**config.mk**
```make
export PLATFORM = sky130hd
export DESIGN_NAME = brb_emit
export DESIGN_NICKNAME = d
export VERILOG_FILES = /design/src/rtl/core/brb_pkg.sv /design/src/rtl/core/brb_emit.sv
export SDC_FILE = /design/constraint.sdc
export NUM_CORES = 1
export LEC_CHECK = 0
export BUFFER_PORTS_ARGS = -buffer_cell sky130_fd_sc_hd__clkbuf_2
export CORE_MARGIN = 2
export CORE_UTILIZATION = 25
export CTS_BUF_LIST = sky130_fd_sc_hd__clkbuf_16
export DETAILED_ROUTE_END_ITERATION = 10
export GPL_ROUTABILITY_DRIVEN = 1
export SLEW_MARGIN = 10
export SYNTH_ARGS = -nofsm -noshare
export SYNTH_HDL_FRONTEND = slang
export SYNTH_SLANG_ARGS = --single-unit
```
**constraint.sdc**
```tcl
create_clock -name i_clk -period 4.8 [get_ports i_clk]
set_input_delay 0.48 -clock i_clk [delete_from_list [all_inputs] [get_ports i_clk]]
set_output_delay 0.48 -clock i_clk [all_outputs]
set_load 0.005 [all_outputs]
```
**src/rtl/core/brb_pkg.sv**
```systemverilog
// Shared types and constants for the remap box planner.
`timescale 1ns / 1ps

package brb_pkg;

    // Fixed field widths.
    localparam int unsigned RANK_W = 18;
    localparam int unsigned CNT_W  = 7;
    localparam int unsigned OUT_W  = 9;
    localparam int unsigned IDX_W  = 3;
    localparam int unsigned SLOTS  = 6;
    localparam int unsigned SEL_W  = 3;

    // Configuration register indexes.
    typedef enum logic [IDX_W-1:0] {
        CFG_SRC_X = 3'd0,
        CFG_SRC_Y = 3'd1,
        CFG_SRC_Z = 3'd2,
        CFG_DST_X = 3'd3,
        CFG_DST_Y = 3'd4,
        CFG_DST_Z = 3'd5,
        CFG_DEST  = 3'd6
    } t_cfg_reg;

    // Result kinds and axes.
    localparam logic KIND_NODE = 1'b0;
    localparam logic KIND_CELL = 1'b1;
    localparam logic [1:0] AXIS_X = 2'd0;
    localparam logic [1:0] AXIS_Y = 2'd1;
    localparam logic [1:0] AXIS_Z = 2'd2;

    // Control word that leaves the span unit with each request.
    typedef struct packed {
        logic       valid;
        logic       ok;
        logic [2:0] lastc;
    } t_span_ctl;

endpackage

```
**src/rtl/core/brb_emit.sv**
```systemverilog
// Box intersection and the result queue that sends one result per cycle.
`timescale 1ns / 1ps

module brb_emit
    import brb_pkg::*;
#(
    parameter int unsigned BW = 17
) (
    input  logic               i_clk,
    input  logic               i_rst_n,
    input  t_span_ctl          i_src_ctl,
    input  logic [2:0][BW-1:0] i_src_beg,
    input  logic [2:0][BW-1:0] i_src_end,
    input  t_span_ctl          i_dst_ctl,
    input  logic [2:0][BW-1:0] i_dst_beg,
    input  logic [2:0][BW-1:0] i_dst_end,
    output logic               o_load_ok,
    output logic               o_strobe,
    output logic               o_copy_kind,
    output logic [1:0]         o_axis,
    output logic [OUT_W-1:0]   o_global_begin,
    output logic [OUT_W-1:0]   o_global_end,
    output logic [OUT_W-1:0]   o_source_local_begin,
    output logic [OUT_W-1:0]   o_dest_local_begin,
    output logic               o_last
);

    // Overlap of the two boxes, node and cell, per axis.
    logic [2:0][BW-1:0]    gb, ge_node, ge_cell, s_own_end, d_node_end, sl, dl;
    logic [2:0]            node_ne, cell_ne;
    logic                  node_ok, cell_ok;

    always_comb begin
        for (int a = 0; a < 3; a++) begin
            s_own_end[a]  = i_src_end[a] + BW'(i_src_ctl.lastc[a]);
            d_node_end[a] = i_dst_end[a] + BW'(1);
            gb[a]      = (i_src_beg[a] > i_dst_beg[a]) ? i_src_beg[a] : i_dst_beg[a];
            ge_node[a] = (s_own_end[a] < d_node_end[a]) ? s_own_end[a] : d_node_end[a];
            ge_cell[a] = (i_src_end[a] < i_dst_end[a]) ? i_src_end[a] : i_dst_end[a];
            node_ne[a] = (gb[a] < ge_node[a]);
            cell_ne[a] = (gb[a] < ge_cell[a]);
            sl[a]      = gb[a] - i_src_beg[a];
            dl[a]      = gb[a] - i_dst_beg[a];
        end
        node_ok = i_src_ctl.ok && i_dst_ctl.ok && (&node_ne);
        cell_ok = i_src_ctl.ok && i_dst_ctl.ok && (&cell_ne);
    end

    // Result slots: node x, y, z, then cell x, y, z, with a pending mask.
    logic [SLOTS-1:0]  r_mask, n_mask, mask_after;
    logic [OUT_W-1:0]  r_gb [SLOTS];
    logic [OUT_W-1:0]  r_ge [SLOTS];
    logic [OUT_W-1:0]  r_sl [SLOTS];
    logic [OUT_W-1:0]  r_dl [SLOTS];
    logic [SEL_W-1:0]  sel;
    logic              any;
    logic              load;

    // Lowest pending slot goes out next.
    always_comb begin
        sel = '0;
        any = 1'b0;
        for (int s = SLOTS - 1; s >= 0; s--) begin
            if (r_mask[s]) begin
                sel = SEL_W'(s);
                any = 1'b1;
            end
        end
        mask_after = r_mask & ~(SLOTS'(any) << sel);
        o_load_ok  = ((r_mask & (r_mask - SLOTS'(1))) == '0);
        load       = i_src_ctl.valid && o_load_ok;
        n_mask     = load ? {{3{cell_ok}}, {3{node_ok}}} : mask_after;
    end

    always_ff @(posedge i_clk) begin
        if (!i_rst_n) begin
            r_mask <= '0;
        end else begin
            r_mask <= n_mask;
        end
    end

    always_ff @(posedge i_clk) begin
        if (load) begin
            for (int a = 0; a < 3; a++) begin
                r_gb[a]   <= gb[a][OUT_W-1:0];
                r_ge[a]   <= ge_node[a][OUT_W-1:0];
                r_sl[a]   <= sl[a][OUT_W-1:0];
                r_dl[a]   <= dl[a][OUT_W-1:0];
                r_gb[a+3] <= gb[a][OUT_W-1:0];
                r_ge[a+3] <= ge_cell[a][OUT_W-1:0];
                r_sl[a+3] <= sl[a][OUT_W-1:0];
                r_dl[a+3] <= dl[a][OUT_W-1:0];
            end
        end
    end

    // Kind and axis of the chosen slot.
    logic       n_kind;
    logic [1:0] n_axis;

    always_comb begin
        case (sel)
            3'd0:    begin n_kind = KIND_NODE; n_axis = AXIS_X; end
            3'd1:    begin n_kind = KIND_NODE; n_axis = AXIS_Y; end
            3'd2:    begin n_kind = KIND_NODE; n_axis = AXIS_Z; end
            3'd3:    begin n_kind = KIND_CELL; n_axis = AXIS_X; end
            3'd4:    begin n_kind = KIND_CELL; n_axis = AXIS_Y; end
            3'd5:    begin n_kind = KIND_CELL; n_axis = AXIS_Z; end
            default: begin n_kind = KIND_NODE; n_axis = AXIS_X; end
        endcase
    end

    // Output register.
    logic r_out_v;

    always_ff @(posedge i_clk) begin
        if (!i_rst_n) begin
            r_out_v <= 1'b0;
            o_last  <= 1'b0;
        end else begin
            r_out_v <= any;
            o_last  <= any && (mask_after == '0);
        end
    end

    always_ff @(posedge i_clk) begin
        o_copy_kind          <= n_kind;
        o_axis               <= n_axis;
        o_global_begin       <= r_gb[sel];
        o_global_end         <= r_ge[sel];
        o_source_local_begin <= r_sl[sel];
        o_dest_local_begin   <= r_dl[sel];
    end

    assign o_strobe = r_out_v;

endmodule

```
==> results.sh <==
export IMPL_clock_tree_from_tritoncts="done"
export IMPL_pwr_density_cell_nw_per_um2=267
export IMPL_avgRoutedWirePerCell_um=17.5
export IMPL_drtIter0Drc=1187
export IMPL_die_y_um=266
export IMPL_net_count_reported_at_finish=3049
export IMPL_grt_antenna_before_repair=5
export IMPL_clk_latency_ps=440
export IMPL_dpl_cell_area_um2=22000
export IMPL_finalCritPeriodShare_pct=93.6
export IMPL_wirelength_met1_um=26800
export IMPL_synth_seq_area_share_pct=29.2
export IMPL_detail_route_drc_violations=0
export IMPL_maxCapViolCount=0
export IMPL_initial_utilization_pct=25.4
export IMPL_finalHoldViolations=0
export IMPL_period_needed_ps=4490
export IMPL_timing_max_slew_rel_slack_pct=23.7
export IMPL_ys_top_cells_by_area="sky130_fd_sc_hd__edfxtp_1 (24%), sky130_fd_sc_hd__ha_1 (22%), sky130_fd_sc_hd__inv_1 (5.6%)"
export IMPL_holdBufCountCts=0
export IMPL_ys_warnings_count=0
export IMPL_place_gp_congestion=0.929
export IMPL_simple_logic_cell_fraction_of_the_synthesized_area_pct=14.9
export IMPL_path_class="input port to register"
export IMPL_cts_reportedPaths_clkPinSlew_ps=70
export IMPL_count_of_flip_flops_with_a_built_in_enable_after_synthesis=135
export IMPL_final_layout_size_suffix_gt1_share_pct=26.7
export IMPL_synth_compound_area_share_pct=16.2
export IMPL_largest_family_of_logic_cells_by_synthesized_area="adder cells"
export IMPL_min_hold_slack_ps=466
export IMPL_critical_path_endpoint_type="register"
export IMPL_postSynthRegisterBits=182
export IMPL_power_ir_vdd_worst_uv=281
export IMPL_worstSetupEndpoint="r_mask[2]"
export IMPL_netlist_area_um2=17100
export IMPL_synth_most_common_cell="sky130_fd_sc_hd__ha_1"
export IMPL_grt_pass1_wl_um=88800
export IMPL_placed_wire_length_estimate_after_detailed_placement_um=52100
export IMPL_route_top_layer_used="met5"
export IMPL_cts_sinks=182
export IMPL_place_port_buffers=253
export IMPL_async_flop_share_pct=0
export IMPL_timing_rr_end="r_gb[5][2]"
export IMPL_yosys_area_top_type="sky130_fd_sc_hd__edfxtp_1"
export IMPL_finalInstanceArea_um2=22700
export IMPL_synthAdderAreaFrac_pct=22.6
export IMPL_setup_viol=0
export IMPL_timing_reg2reg_setup_slack_ps=2070
export IMPL_final_max_slew_violation_count=0
export IMPL_first_global_vias=15700
export IMPL_yosys_mux_area_fraction_pct=3.78
export IMPL_detail_route_first_pass_iterations=8
export IMPL_p_leak_uw=0.0112
export IMPL_met2WireLength_um=27700
export IMPL_cts_inserted_buffers=17
export IMPL_synth_nets=2470
export IMPL_antenna_left=0
export IMPL_global_route_overflow_total=0
export IMPL_worst_hold_path_type="input port to register"
export IMPL_critPathArrivalTime_ps=4870
export IMPL_synthDistinctLibCells=71
export IMPL_dieWidth_um=266
export IMPL_critical_path_max_fanout=17
export IMPL_result_of_the_run="finished clean"
export IMPL_dr_wl_met3_um=3740
export IMPL_vias_per_cell=4.69
export IMPL_routed_wl_um=59800
export IMPL_die_area_um2=70600
export IMPL_clock_tree_htree_level_count=4
export IMPL_post_synth_most_frequent_cells="sky130_fd_sc_hd__ha_1 (300), sky130_fd_sc_hd__inv_1 (256), sky130_fd_sc_hd__nand2_1 (224)"
export IMPL_clock_fmax_mhz=223
export IMPL_layout_area_overhead_vs_synth_pct=32.3
export IMPL_groute_usage_overall_pct=16.6
export IMPL_boundaryPins=258
export IMPL_core_region_area_um2=67500
export IMPL_report_power_total_uw=6040
export IMPL_clock_tree_root_cell="sky130_fd_sc_hd__clkbuf_16"
export IMPL_r2r_start="r_mask[2]"
export IMPL_via_count=16000
export IMPL_cell_count_after_synthesis=1948
export IMPL_startpoint="i_src_end[0]"
export IMPL_setup_skew_after_layout_ps=12.5
export IMPL_dp_cells=3380
export IMPL_worstPathRequired_ps=5180
export IMPL_cp_start_kind="input port"
export IMPL_fp_row_count=95
export IMPL_synthFlopType="sky130_fd_sc_hd__edfxtp_1"
export IMPL_worstRegToRegCells=5
export IMPL_synth_xor_area_share_pct=6.65
export IMPL_clock_path_buffers=2
export IMPL_pin_count_of_the_biggest_net_entering_global_routing=75
export IMPL_worst_pin_slew_ps=1140
export IMPL_syn_mean_instance_area_um2=8.80
export IMPL_final_instance_count_excl_fill=3414
export IMPL_synth_top_cell_area_share_pct=23.7
==> critical path, stage by stage <==
cell and delay, ps:
sky130_fd_sc_hd__clkbuf_2 90, sky130_fd_sc_hd__ha_2 190, sky130_fd_sc_hd__ha_1 170, sky130_fd_sc_hd__nand4_1 170
sky130_fd_sc_hd__buf_4 180, sky130_fd_sc_hd__nor2_1 110, sky130_fd_sc_hd__xnor2_1 170, sky130_fd_sc_hd__inv_1 70
sky130_fd_sc_hd__ha_1 330, sky130_fd_sc_hd__a21oi_1 120, sky130_fd_sc_hd__o21ai_0 100, sky130_fd_sc_hd__o2bb2ai_1 140
sky130_fd_sc_hd__or3_1 420, sky130_fd_sc_hd__buf_6 180, sky130_fd_sc_hd__mux2i_1 170, sky130_fd_sc_hd__buf_4 150
sky130_fd_sc_hd__inv_1 40, sky130_fd_sc_hd__ha_1 290, sky130_fd_sc_hd__nand2_1 90, sky130_fd_sc_hd__nor2_1 50
sky130_fd_sc_hd__a211oi_2 220, sky130_fd_sc_hd__buf_4 150, sky130_fd_sc_hd__o22ai_2 110, sky130_fd_sc_hd__nor4_4 360
sky130_fd_sc_hd__o2111ai_2 200, sky130_fd_sc_hd__nand2_1 100
==> stage by stage <==
stage | TNS (ps) | util [%] | setup slack (ps)
floorplan | 0 | - | 176
global placement | -1640 | 32.5 | -546
detailed placement | -1560 | 32.5 | -530
CTS | 0 | 33.4 | 21.9
global route | -162 | 33.6 | -68.3
finish | 0 | 33.6 | 307
==> layer usage <==
layer	up-vias	track usage (%)
met5	-	0
met4	8	4.11
met3	65	3.22
met2	438	28.1
met1	7323	21.7
li1	8176	-
==> cells in the final DEF (no fill, tap or decap), types with 10 or more instances in the layout <==
cell / netlist / routed
sky130_fd_sc_hd__nor3_1: 20 / 20
sky130_fd_sc_hd__ha_1: 300 / 299
sky130_fd_sc_hd__nand3_1: 61 / 60
sky130_fd_sc_hd__and3_1: 28 / 28
sky130_fd_sc_hd__nand2b_1: 17 / 17
sky130_fd_sc_hd__inv_1: 256 / 255
sky130_fd_sc_hd__dfxtp_1: 47 / 47
sky130_fd_sc_hd__edfxtp_1: 135 / 135
sky130_fd_sc_hd__xnor2_1: 91 / 90
sky130_fd_sc_hd__a21o_1: 27 / 27
sky130_fd_sc_hd__nand4_1: 39 / 39
sky130_fd_sc_hd__nor2b_1: 23 / 22
sky130_fd_sc_hd__xor2_1: 39 / 39
sky130_fd_sc_hd__a21oi_1: 119 / 118
sky130_fd_sc_hd__nor2_1: 82 / 77
sky130_fd_sc_hd__o21ai_0: 130 / 124
sky130_fd_sc_hd__o21a_1: 15 / 15
sky130_fd_sc_hd__o21bai_1: 10 / 10
sky130_fd_sc_hd__nand2_1: 224 / 224
sky130_fd_sc_hd__clkbuf_2: 0 / 253
sky130_fd_sc_hd__and4_1: 11 / 11
sky130_fd_sc_hd__a211oi_1: 25 / 22
sky130_fd_sc_hd__clkbuf_16: 0 / 17
sky130_fd_sc_hd__mux2i_1: 53 / 53
sky130_fd_sc_hd__a222oi_1: 35 / 35
sky130_fd_sc_hd__buf_4: 3 / 345
==> where the power goes <==
part | internal [uW] | switching, uW | total, uW
logic | 1170 | 1390 | 2570
clock network | 695 | 668 | 1360
registers | 2000 | 112 | 2110
total | 3870 | 2170 | 6040
==> flip-flops by register name (all words and copies together) (netlist names) <==
| register | cells |
|---|---|
| r_sl | 27 |
| r_dl | 27 |
| r_mask | 6 |
| o_dest_local_begin | 9 |
| r_ge | 54 |
| o_copy_kind | 1 |
| o_global_begin | 9 |
| o_strobe | 1 |
| o_global_end | 9 |
| o_axis | 2 |
| o_source_local_begin | 9 |
| o_last | 1 |
| r_gb | 27 |
==> how the worst min path moves through the flow <==
stage / cells after the start / slack, ps / startpoint / to
final: 3 / 470 / i_dst_end[37] / r_ge[5][3]
after global routing: 2 / 450 / i_rst_n / o_last
after CTS: 2 / 440 / i_rst_n / o_last
after detailed placement: 2 / 460 / r_dl[3][7] / o_dest_local_begin[7]
after global placement: 2 / 450 / r_sl[0][8] / o_source_local_begin[8]
after floorplan: 2 / 430 / r_dl[3][0] / o_dest_local_begin[0]
==> cells by family after synthesis <==
| kind of cell | after synthesis |
|---|---|
| xor+xnor | 130 |
| compound gates | 431 |
| flops | 182 |
| simple gates | 538 |
| buf+inv | 298 |
| fa+ha+maj | 306 |
| mux | 63 |
==> final cells by class <==
type | instances | area (um2)
diodes | 1 | 2.50
clock buffers | 17 | 425
clock inverters | 15 | 155
fillers | 7102 | 44900
inverters | 256 | 963
multi-input cells | 1468 | 11100
flip-flops and latches | 182 | 4990
well taps | 873 | 1090
repair buffers | 602 | 3920
==> timing repair <==
action	CTS	global route
gates resized for setup	1	24
endpoints found under the setup margin	3	6
buffers inserted	0	1
gates cloned	0	0
pin swaps	0	5
Note: power is estimated with default switching activity, not from simulation.
